===== src/rtl/nfjh_pkg.sv =====
// Shared types and constants for the notch filter with jitter histogram.
package nfjh_pkg;

   localparam int          Q_DEPTH      = 4;
   localparam int          Q_PTR_W      = 2;
   localparam int          Q_CNT_W      = Q_PTR_W + 1;
   localparam logic [31:0] PERIOD_RESET = 32'd40000;

   typedef struct packed {
      logic [11:0] sample;
      logic [31:0] timestamp;
   } req_type;

   typedef struct packed {
      logic signed [31:0] filtered;
      logic               jitter_valid;
      logic [29:0]        jitter;
      logic [29:0]        max_jitter;
      logic [31:0]        bin_count;
   } rsp_type;

   // One classified item on its way from the front part to the back part.
   typedef struct packed {
      logic [31:0] xpart;
      logic        jit_valid;
      logic [29:0] jit;
   } qent_type;

endpackage


===== src/rtl/notch_filter_with_jitter_histogram.sv =====
// Notch filter with timing jitter histogram: top level.
// Path: an accepted item passes the front step, the queue and the back step before its result is offered.
// Throughput: one item per cycle while no stall holds the flow; the back step closes the filter recursion and
// the bin read-modify-write, with forwarding between neighboring items.
// Reset: synchronous; afterwards the histogram memory is swept to zero, one bin per cycle,
// through all HIST_BINS bins, with req_stall high. Configuration writes are taken at any time.
module notch_filter_with_jitter_histogram #(
   parameter int HIST_BINS = 64
) (
   input  logic               clock,
   input  logic               reset,
   input  logic               req_valid,
   output logic               req_stall,
   input  nfjh_pkg::req_type  req_data,
   output logic               rsp_valid,
   input  logic               rsp_stall,
   output nfjh_pkg::rsp_type  rsp_data,
   input  logic               csr_valid,
   output logic               csr_ready,
   input  logic [31:0]        csr_data
);
   import nfjh_pkg::*;

   logic               clearing;
   logic [Q_CNT_W-1:0] q_count;
   logic               q_push, q_pop, q_valid;
   qent_type           q_push_data, q_head;

   nfjh_front u_front (
      .clock       (clock),
      .reset       (reset),
      .req_valid   (req_valid),
      .req_stall   (req_stall),
      .req_data    (req_data),
      .csr_valid   (csr_valid),
      .csr_ready   (csr_ready),
      .csr_data    (csr_data),
      .clearing    (clearing),
      .q_count     (q_count),
      .q_push      (q_push),
      .q_push_data (q_push_data)
   );

   nfjh_queue u_queue (
      .clock      (clock),
      .reset      (reset),
      .push       (q_push),
      .push_data  (q_push_data),
      .pop        (q_pop),
      .head_valid (q_valid),
      .head       (q_head),
      .count      (q_count)
   );

   nfjh_back #(
      .HIST_BINS (HIST_BINS)
   ) u_back (
      .clock     (clock),
      .reset     (reset),
      .q_valid   (q_valid),
      .q_head    (q_head),
      .q_pop     (q_pop),
      .clearing  (clearing),
      .rsp_valid (rsp_valid),
      .rsp_stall (rsp_stall),
      .rsp_data  (rsp_data)
   );

endmodule


===== src/rtl/nfjh_front.sv =====
// Front part: takes items, keeps input history, forms the feed-forward term and the jitter.
module nfjh_front (
   input  logic                          clock,
   input  logic                          reset,
   input  logic                          req_valid,
   output logic                          req_stall,
   input  nfjh_pkg::req_type             req_data,
   input  logic                          csr_valid,
   output logic                          csr_ready,
   input  logic [31:0]                   csr_data,
   input  logic                          clearing,
   input  logic [nfjh_pkg::Q_CNT_W-1:0]  q_count,
   output logic                          q_push,
   output nfjh_pkg::qent_type            q_push_data
);
   import nfjh_pkg::*;

   logic [31:0] period_ff;
   logic [11:0] x1_ff, x2_ff;
   logic [31:0] prev_ff;
   logic        seen_ff;

   logic        a_valid_ff;
   logic        a_first_ff;
   logic [31:0] a_xpart_ff, a_xpart_in;
   logic [31:0] a_diff_ff, a_diff_in;

   logic              accept;
   logic [Q_CNT_W-1:0] fill;
   logic [12:0]       xsum;
   logic [31:0]       err;
   logic [32:0]       jsum;

   assign csr_ready = 1'b1;

   // An item in the first step always lands in the queue at the next edge, so it counts as held.
   assign fill      = q_count + {{(Q_CNT_W-1){1'b0}}, a_valid_ff};
   assign req_stall = clearing || (fill >= Q_CNT_W'(Q_DEPTH));
   assign accept    = req_valid && !req_stall;

   always_comb begin
      xsum       = {1'b0, req_data.sample} + {1'b0, x2_ff};
      a_xpart_in = {11'd0, xsum, 8'd0} - ({20'd0, x1_ff} * 32'd503) + 32'd128;
      a_diff_in  = req_data.timestamp - prev_ff;
   end

   always_ff @(posedge clock) begin
      if (reset) begin
         period_ff  <= PERIOD_RESET;
         x1_ff      <= '0;
         x2_ff      <= '0;
         prev_ff    <= '0;
         seen_ff    <= 1'b0;
         a_valid_ff <= 1'b0;
         a_first_ff <= 1'b0;
      end else begin
         if (csr_valid && csr_ready) begin
            period_ff <= csr_data;
         end
         a_valid_ff <= accept;
         if (accept) begin
            x2_ff      <= x1_ff;
            x1_ff      <= req_data.sample;
            prev_ff    <= req_data.timestamp;
            seen_ff    <= 1'b1;
            a_first_ff <= !seen_ff;
         end
      end
   end

   always_ff @(posedge clock) begin
      if (accept) begin
         a_xpart_ff <= a_xpart_in;
         a_diff_ff  <= a_diff_in;
      end
   end

   // The rounding add is one bit wider so that the largest error does not wrap.
   always_comb begin
      err  = (a_diff_ff > period_ff) ? (a_diff_ff - period_ff) : (period_ff - a_diff_ff);
      jsum = {1'b0, err} + 33'd4;
      q_push_data.xpart     = a_xpart_ff;
      q_push_data.jit_valid = !a_first_ff;
      q_push_data.jit       = a_first_ff ? 30'd0 : jsum[32:3];
   end

   assign q_push = a_valid_ff;

endmodule


===== src/rtl/nfjh_queue.sv =====
// Short queue that decouples the front part from the back part.
module nfjh_queue (
   input  logic                          clock,
   input  logic                          reset,
   input  logic                          push,
   input  nfjh_pkg::qent_type            push_data,
   input  logic                          pop,
   output logic                          head_valid,
   output nfjh_pkg::qent_type            head,
   output logic [nfjh_pkg::Q_CNT_W-1:0]  count
);
   import nfjh_pkg::*;

   qent_type           slot_ff [Q_DEPTH];
   logic [Q_PTR_W-1:0] wr_ptr_ff, rd_ptr_ff;
   logic [Q_CNT_W-1:0] count_ff, count_in;

   assign head_valid = (count_ff != '0);
   assign head       = slot_ff[rd_ptr_ff];
   assign count      = count_ff;

   always_comb begin
      count_in = count_ff;
      if (push && !pop) begin
         count_in = count_ff + Q_CNT_W'(1);
      end else if (pop && !push) begin
         count_in = count_ff - Q_CNT_W'(1);
      end
   end

   always_ff @(posedge clock) begin
      if (reset) begin
         wr_ptr_ff <= '0;
         rd_ptr_ff <= '0;
         count_ff  <= '0;
      end else begin
         count_ff <= count_in;
         if (push) begin
            wr_ptr_ff <= wr_ptr_ff + Q_PTR_W'(1);
         end
         if (pop) begin
            rd_ptr_ff <= rd_ptr_ff + Q_PTR_W'(1);
         end
      end
   end

   always_ff @(posedge clock) begin
      if (push) begin
         slot_ff[wr_ptr_ff] <= push_data;
      end
   end

endmodule


===== src/rtl/nfjh_back.sv =====
// Back part: post-reset bin clear, filter recursion, histogram read-modify-write, peak tracking and output register.
module nfjh_back #(
   parameter int HIST_BINS = 64
) (
   input  logic                clock,
   input  logic                reset,
   input  logic                q_valid,
   input  nfjh_pkg::qent_type  q_head,
   output logic                q_pop,
   output logic                clearing,
   output logic                rsp_valid,
   input  logic                rsp_stall,
   output nfjh_pkg::rsp_type   rsp_data
);
   import nfjh_pkg::*;

   localparam int             BIN_W    = (HIST_BINS > 1) ? $clog2(HIST_BINS) : 1;
   localparam logic [BIN_W-1:0] LAST_BIN = BIN_W'(HIST_BINS - 1);

   logic [31:0] bins_mem [HIST_BINS];

   logic             clear_ff;
   logic [BIN_W-1:0] clr_cnt_ff;

   logic             s2_valid_ff;
   qent_type         s2_ff;
   logic [BIN_W-1:0] s2_idx_ff;
   logic [31:0]      rd_ff;
   logic             fwd_hit_ff;
   logic [31:0]      fwd_val_ff;

   logic [31:0] y1_ff, y2_ff;
   logic [29:0] peak_ff, peak_in;

   logic    rsp_valid_ff;
   rsp_type rsp_ff, rsp_in;

   logic             out_can, s2_done;
   logic [BIN_W-1:0] rd_idx;
   logic [31:0]      base, count, acc, acc_adj, y;
   logic             mem_we;
   logic [BIN_W-1:0] mem_wa;
   logic [31:0]      mem_wd;

   assign clearing = clear_ff;
   assign out_can  = !rsp_valid_ff || !rsp_stall;
   assign s2_done  = s2_valid_ff && out_can;
   assign q_pop    = q_valid && !clear_ff && (!s2_valid_ff || s2_done);
   assign rd_idx   = (q_head.jit >= 30'(HIST_BINS)) ? LAST_BIN : q_head.jit[BIN_W-1:0];

   // A bin written at the same edge as this item's read comes from the forward register.
   always_comb begin
      base  = fwd_hit_ff ? fwd_val_ff : rd_ff;
      count = base + 32'd1;
      acc   = s2_ff.xpart + (y1_ff * 32'd498) - (y2_ff * 32'd251);
      // Arithmetic shift after a bias on negatives gives division toward zero.
      acc_adj = acc + (acc[31] ? 32'd255 : 32'd0);
      y       = {{8{acc_adj[31]}}, acc_adj[31:8]};
      peak_in = (s2_ff.jit_valid && (s2_ff.jit > peak_ff)) ? s2_ff.jit : peak_ff;
      rsp_in.filtered     = $signed(y);
      rsp_in.jitter_valid = s2_ff.jit_valid;
      rsp_in.jitter       = s2_ff.jit;
      rsp_in.max_jitter   = peak_in;
      rsp_in.bin_count    = s2_ff.jit_valid ? count : 32'd0;
   end

   always_comb begin
      mem_we = clear_ff || (s2_done && s2_ff.jit_valid);
      mem_wa = clear_ff ? clr_cnt_ff : s2_idx_ff;
      mem_wd = clear_ff ? 32'd0 : count;
   end

   always_ff @(posedge clock) begin
      if (mem_we) begin
         bins_mem[mem_wa] <= mem_wd;
      end
      if (q_pop) begin
         rd_ff <= bins_mem[rd_idx];
      end
   end

   always_ff @(posedge clock) begin
      if (reset) begin
         clear_ff     <= 1'b1;
         clr_cnt_ff   <= '0;
         s2_valid_ff  <= 1'b0;
         rsp_valid_ff <= 1'b0;
         y1_ff        <= '0;
         y2_ff        <= '0;
         peak_ff      <= '0;
      end else begin
         if (clear_ff) begin
            clr_cnt_ff <= clr_cnt_ff + BIN_W'(1);
            if (clr_cnt_ff == LAST_BIN) begin
               clear_ff <= 1'b0;
            end
         end
         if (q_pop) begin
            s2_valid_ff <= 1'b1;
         end else if (s2_done) begin
            s2_valid_ff <= 1'b0;
         end
         if (s2_done) begin
            y2_ff   <= y1_ff;
            y1_ff   <= y;
            peak_ff <= peak_in;
            rsp_valid_ff <= 1'b1;
         end else if (!rsp_stall) begin
            rsp_valid_ff <= 1'b0;
         end
      end
   end

   always_ff @(posedge clock) begin
      if (q_pop) begin
         s2_ff      <= q_head;
         s2_idx_ff  <= rd_idx;
         fwd_hit_ff <= s2_done && s2_ff.jit_valid && (s2_idx_ff == rd_idx);
         fwd_val_ff <= count;
      end
      if (s2_done) begin
         rsp_ff <= rsp_in;
      end
   end

   assign rsp_valid = rsp_valid_ff;
   assign rsp_data  = rsp_ff;

endmodule


===== config.mk =====
export PLATFORM = sky130hd
export DESIGN_NAME = notch_filter_with_jitter_histogram
export DESIGN_NICKNAME = d
export VERILOG_FILES = /design/src/rtl/nfjh_pkg.sv /design/src/rtl/notch_filter_with_jitter_histogram.sv /design/src/rtl/nfjh_front.sv /design/src/rtl/nfjh_queue.sv /design/src/rtl/nfjh_back.sv
export SDC_FILE = /design/constraint.sdc
export NUM_CORES = 2
export LEC_CHECK = 0
export BUFFER_PORTS_ARGS = -buffer_cell sky130_fd_sc_hd__buf_2
export CAP_MARGIN = 20
export CELL_PAD_IN_SITES_DETAIL_PLACEMENT = 1
export CELL_PAD_IN_SITES_GLOBAL_PLACEMENT = 2
export CORE_MARGIN = 2
export CORE_UTILIZATION = 25
export DETAILED_ROUTE_END_ITERATION = 16
export MAX_ROUTING_LAYER = met4
export PLACE_DENSITY_LB_ADDON = 0.1
export SETUP_SLACK_MARGIN = 0.5
export SKIP_CTS_REPAIR_TIMING = 1
export SLEW_MARGIN = 20
export SYNTH_ARGS = -nofsm -noshare
export SYNTH_HDL_FRONTEND = slang
export SYNTH_SLANG_ARGS = --single-unit

===== constraint.sdc =====
create_clock -name clock -period 25.1 [get_ports clock]
set_input_delay 2.51 -clock clock [delete_from_list [all_inputs] [get_ports clock]]
set_output_delay 2.51 -clock clock [all_outputs]
set_load 0.1 [all_outputs]

# Word level (Yosys, flattened, before mapping)
# Memories as Yosys holds them, arrays and structs flattened. A register that Yosys moved wholly into a read port is not among the register bits.
# Index checks and enable logic that the tools add are counted.
word_totals:
  ram_bits: 2300
  reg_bits: 468
  wordCells: 106
  memories: 2
  input_bits: 81
op_classes:
  n_mul: 3
  mux: 22
  eq_ne: 3
  add_sub_neg: 17
  order_cmp: 4
  reduce_logical: 25
mem_list:
  columns: ["memory", "depth", "word_bits", "rd", "rd_clocked_by_memory_dff", "wr", "line_no", "text"]
  rows:
  - ["u_back.bins_mem", 64, 32, 1, 1, 1, "nfjh_back.sv:20", "logic [31:0] bins_mem [HIST_BINS];"]
  - ["u_queue.slot_ff", 4, 63, 1, 1, 1, "nfjh_queue.sv:14", "qent_type slot_ff [Q_DEPTH];"]
ops:
  columns: ["cell", "n"]
  rows:
  - ["32-bit subtractor", 4]
  - ["32-bit two-way mux", 3]
  - ["30-bit two-way mux", 2]
  - ["32-bit by 3-bit adder with 33-bit output (second input constant)", 1]
  - ["32-bit by 1-bit adder with 32-bit output (second input constant)", 1]
  - ["32-bit adder", 1]
  - ["32-bit by 8-bit adder with 32-bit output", 1]
  - ["32-bit by 8-bit adder with 32-bit output (second input constant)", 1]
  - ["32-bit greater-than comparator", 1]
  - ["24-bit by 9-bit multiplier with 32-bit output (second input constant)", 1]
  - ["32-bit by 8-bit multiplier with 31-bit output (second input constant)", 1]
  - ["30-bit by 7-bit greater-or-equal comparator with 1-bit output (second input constant)", 1]
  - ["30-bit greater-than comparator", 1]
  - ["21-bit by 21-bit subtractor with 22-bit output", 1]
  - ["12-bit by 9-bit multiplier with 21-bit output (second input constant)", 1]
  - ["12-bit by 12-bit adder with 13-bit output", 1]
  - ["6-bit two-way mux", 2]
  - ["1-bit two-way mux", 10]
  - ["1-bit logical AND", 9]
  - ["1-bit zero test", 9]
  - ["8-bit two-way mux", 1]
  - ["6-bit by 1-bit adder with 6-bit output (second input constant)", 1]
  - ["6-bit == test", 1]
  - ["6-bit == test (second input constant)", 1]
  - ["other kinds (11)", 18]

# Depth between registers and ports, before layout
depth:
  word_depth: 8
  mapped_depth: 39

# Modules after synthesis
# A second synthesis with hierarchy kept.
hier_totals:
  cells_unflattened: 9392
  hier_area_um2: 129818.3
modules_own_cells:
  columns: ["mod", "cells_each", "area_each_um2", "n_inst"]
  rows:
  - ["nfjh_back", 7238, 105498.7, 1]
  - ["nfjh_front", 1782, 14734.1, 1]
  - ["nfjh_queue", 372, 9585.4, 1]

# Worst setup path before layout
# OpenSTA, ideal clock, no wires.
synth_path:
  kind: "input to register"
  start: "in rsp_stall"
  end: "reg u_queue.count_ff[2] (netlist: u_queue.count[2])"
  arrival_time_ps: 14411
  setup_slack_ps: 10619
  path_stages: 8
  cell_sequence: "a311oi_1 inv_1 ha_1 inv_1 fa_1 xor2_1 or3_1 a21oi_1"
synth_via:
  elab_chain_len: 8
  elab_cells_between_ends: 10
  classes_between: "mux (1); reduce/logical (9)"
synth_rtl:
  columns: ["element", "line_no", "text"]
  rows:
  - ["from (decl)", "notch_filter_with_jitter_histogram.sv:16", "input logic rsp_stall,"]
  - ["1-bit zero test (*)", "nfjh_back.sv:46", "assign out_can = !rsp_valid_ff || !rsp_stall;"]
  - ["1-bit logical OR (*)", "nfjh_back.sv:46", null]
  - ["1-bit logical AND (*)", "nfjh_back.sv:47", "assign s2_done = s2_valid_ff && out_can;"]
  - ["1-bit logical OR (*)", "nfjh_back.sv:48", "assign q_pop = q_valid && !clear_ff && (!s2_valid_ff || s2_done);"]
  - ["1-bit logical AND (*)", "nfjh_back.sv:48", null]
  - ["1-bit zero test", "nfjh_queue.sv:24", "if (push && !pop) begin"]
  - ["1-bit logical AND", "nfjh_queue.sv:24", null]
  - ["3-bit two-way mux or 2-bit nonzero test (tied branches)", null, null]
  - ["to (signal assigned)", "nfjh_queue.sv:37", "count_ff <= count_in;"]
  - ["to (decl)", "nfjh_queue.sv:16", "logic [Q_CNT_W-1:0] count_ff, count_in;"]
# Every way passes the cells marked *; elsewhere a longest branch is shown, timed or not.
# A chain may end at the register's enable or synchronous reset.

# Worst setup path in the final report
layout_path:
  start: "reg u_back.y1_ff[2]"
  end: "reg u_back.y1_ff[22]"
layout_via:
  elab_chain_len: 5
layout_rtl:
  columns: ["element", "line_no", "text"]
  rows:
  - ["from (decl)", "nfjh_back.sv:32", "logic [31:0] y1_ff, y2_ff;"]
  - ["from (signal assigned)", "nfjh_back.sv:105", "y1_ff <= y;"]
  - ["32-bit by 8-bit multiplier with 31-bit output (*)", "nfjh_back.sv:55", "acc = s2_ff.xpart + (y1_ff * 32'd498) - (y2_ff * 32'd251);"]
  - ["32-bit adder (*)", "nfjh_back.sv:55", null]
  - ["32-bit subtractor (*)", "nfjh_back.sv:55", null]
  - ["8-bit two-way mux", "nfjh_back.sv:57", "acc_adj = acc + (acc[31] ? 32'd255 : 32'd0);"]
  - ["32-bit by 8-bit adder with 32-bit output (*)", "nfjh_back.sv:57", null]
  - ["via u_back.acc_adj[30]", "nfjh_back.sv:40", "logic [31:0] base, count, acc, acc_adj, y;"]
# Mark *: on every way through the listed nets, which the timed path passes. The rest lies on a longest branch.

==> reports/qor.yml <==
status: "completed"
total_leakage_power_nw: 54.68
finalHoldViolCount: 0
path_clk_slew_ns: 0.06
relSlewSlack_pct: 23.86
fin_setup_tns_ns: 0
period_needed_ns: 11.17
syn_area_um2: 129000
dp_slack_ns: 13.74
cp-startpoint: "u_back.y1_ff[2]$_SDFFE_PP0P_"
slowest_stage: "a2111oi_0"
r2r_setup_slack_ns: 13.93
r2r_cells: 38
worstPathMaxFanout: 10
cts_sinks: 2802
p_total_mw: 10.06
hp-class: "flip-flop to flip-flop"
place.gp.congestion: 0.7550
regToRegEndpoint: "u_back.y1_ff[22]$_SDFFE_PP0P_"
grt_pass1_vias: 89350
drive_gt1_share_pct: 10.96
place_hpwl_um: 280800
htreeDepth: 5
syn_nets: 11020
powerDensity_nw_per_um2: 67.32
ys_seq_area_share_pct: 63.78
synth_edf_count: 2615
setup_violations: 0
finalInstanceArea_um2: 149500
rsz0062_at_grt: "false"
drt-initial-drc-count: 4954
yosys.area.top_type: "edfxtp_1"
timing.hold.ws_ns: 0.4556
regArea_um2: 82280
io_pins: 209
fin_nets: 11240
finalMaxSlewViolations: 0
clk_path_buf_depth: 4
critPathMostFrequentCell: "fa_1"
die_area_um2: 521700
worst_slack_ns: 13.93
final_cell_mix: "2615 x edfxtp_1, 1834 x nand2_1, 960 x nand3_1"
final_common_cell: "edfxtp_1"
core_um2: 513300
grt_util_all_layers_pct: 18.25
synth_area_leaders: "edfxtp_1 61%, nand2_1 5.3%, fa_1 5.1%"
worstSetupPathType: "flip-flop to flip-flop"
fillers: 54990
yosysWarnings: 0
worstMarginPinSlew_ns: 1.142
grt_pass1_wl_um: 673700
initial_core_util_pct: 25.13
syn_area_per_cell_um2: 12.64
cts_tree: "done"
portBuffers: 207
synth-async-reset-ratio_pct: 0
antenna_found_initial: 30
fmax_mhz: 89.52
area_growth_pct: 15.89
clk_latency_ns: 0.99
vias: 83210
die_x_um: 722.3
wl_um: 471100
end_kind: "flip-flop"
die_h_um: 722.3
grt_max_degree: 117
worst_ep_arrival_time_ns: 12.00
drc: 0
place_area_um2: 138900
drv_cap: 0
crit_end: "u_back.y1_ff[22]$_SDFFE_PP0P_"
dr.pass1.iters: 7
yosysTopAreaCellShare_pct: 60.88
synth_seq_cells: 2802
ys_types: 95
syn_inst: 10210
finalCritPeriodShare_pct: 44.50
final.setup_skew_ns: 0.08191
vias_per_cell: 4.766
rows: 263
overflow: 0
cts_buffers: 339
peakVddDrop_v: 0.00004973
routedWlPerCell_um: 26.98
cp-start-kind: "flip-flop"
reg2reg_from: "u_back.y1_ff[2]$_SDFFE_PP0P_"
crit_path_max_incr_delay_ns: 0.90
ant_nets: 0
multi_input_area_um2: 42990
required_ns: 25.93
yosys_most_used_dff: "edfxtp_1"
clockRootBuffer: "clkbuf_16"
through the flow:
| step | std cells | util (%) |
|---|---|---|
| after global placement | 16840 | 27.05 |
| final | 17460 | 29.12 |
| after floorplan | 10210 | - |
| after CTS | 17460 | 29.12 |
| after detailed placement | 16840 | 27.06 |
| after global routing | 17460 | 29.12 |
worst min-delay path by stage:
| stage | endpoint | slack [ns] | depth (start not counted) | startpoint |
|---|---|---|---|---|
| after floorplan | u_front.prev_ff[10]$_SDFFE_PP0P_ | 0.44 | 2 | u_front.prev_ff[10]$_SDFFE_PP0P_ |
| after detailed placement | u_front.prev_ff[25]$_SDFFE_PP0P_ | 0.45 | 2 | u_front.prev_ff[25]$_SDFFE_PP0P_ |
| after global placement | u_front.prev_ff[27]$_SDFFE_PP0P_ | 0.44 | 2 | u_front.prev_ff[27]$_SDFFE_PP0P_ |
| final | u_front.prev_ff[14]$_SDFFE_PP0P_ | 0.46 | 2 | u_front.prev_ff[14]$_SDFFE_PP0P_ |
| after global routing | u_front.prev_ff[6]$_SDFFE_PP0P_ | 0.47 | 2 | u_front.prev_ff[6]$_SDFFE_PP0P_ |
| after CTS | u_front.prev_ff[25]$_SDFFE_PP0P_ | 0.46 | 2 | u_front.prev_ff[25]$_SDFFE_PP0P_ |
logic make-up after synthesis:
| family | Yosys count | share of synthesized area [%] |
|---|---|---|
| buf+inv | 1191 | 3.580 |
| xor+xnor | 240 | 1.630 |
| simple gates | 3629 | 12.33 |
| mux | 179 | 2.018 |
| other cells | 1 | 0.002907 |
| fa+ha+maj | 732 | 9.027 |
| compound gates | 1431 | 7.628 |
| flops | 2802 | 63.78 |
worst max-delay path: cells and delay by family (launching register included):
| family | cells | cell delay, ns |
|---|---|---|
| fa+ha+maj | 10 | 4.64 |
| xor+xnor | 2 | 0.50 |
| simple gates | 7 | 1.60 |
| flops | 1 | 0.63 |
| compound gates | 13 | 3.09 |
| buf+inv | 6 | 0.59 |
area by class of cell:
class	instances	area share (%)
multi-input combinational	6212	28.76
clock buffer	430	6.041
clock inverter	186	1.009
timing repair buffer	419	1.835
inverter	649	1.651
antenna	6	0.01004
sequential	2802	55.04
tap	6757	5.656
per-layer routing:
metal | GRT usage (%) | vias up | wire length (µm)
met5 | - | - | 0
met4 | 3.470 | 0 | 8768
met3 | 1.960 | 472 | 15290
met2 | 30.46 | 1274 | 228400
met1 | 24.17 | 44010 | 218600
li1 | - | 37460 | -
power by group:
part | internal (mW) | switching [mW]
sequential | 5.07 | 0.00812
combinational | 0.0665 | 0.149
clock | 2.72 | 2.05
total | 7.86 | 2.21
Yosys cell counts, types with 160 or more instances:
cell / count
a21oi_1: 348
clkbuf_1: 442
dfxtp_1: 187
edfxtp_1: 2615
fa_1: 331
ha_1: 401
inv_1: 645
nand2_1: 1838
nand3_1: 960
nor2_1: 461
o21ai_0: 201
o221ai_1: 257
xnor2_1: 160
registers in the layout, summed over array words and instances, names as in the netlist, 12 cells and up, named ones only:
| name | count |
|---|---|
| u_back.rd_ff | 32 |
| u_back.fwd_val_ff | 32 |
| u_back.peak_ff | 30 |
| u_front.x1_ff | 12 |
| u_front.a_diff_ff | 32 |
| u_queue.slot_ff | 252 |
| u_front.prev_ff | 32 |
| u_front.x2_ff | 12 |
| u_front.period_ff | 32 |
| u_back.bins_mem | 2048 |
| u_back.rsp_data | 117 |
| u_back.y2_ff | 24 |
| u_back.y1_ff | 24 |
| u_back.s2_ff | 32 |
| u_back.rsp_in | 31 |
| u_front.a_xpart_ff | 32 |
(Power assumes the default switching activity.)
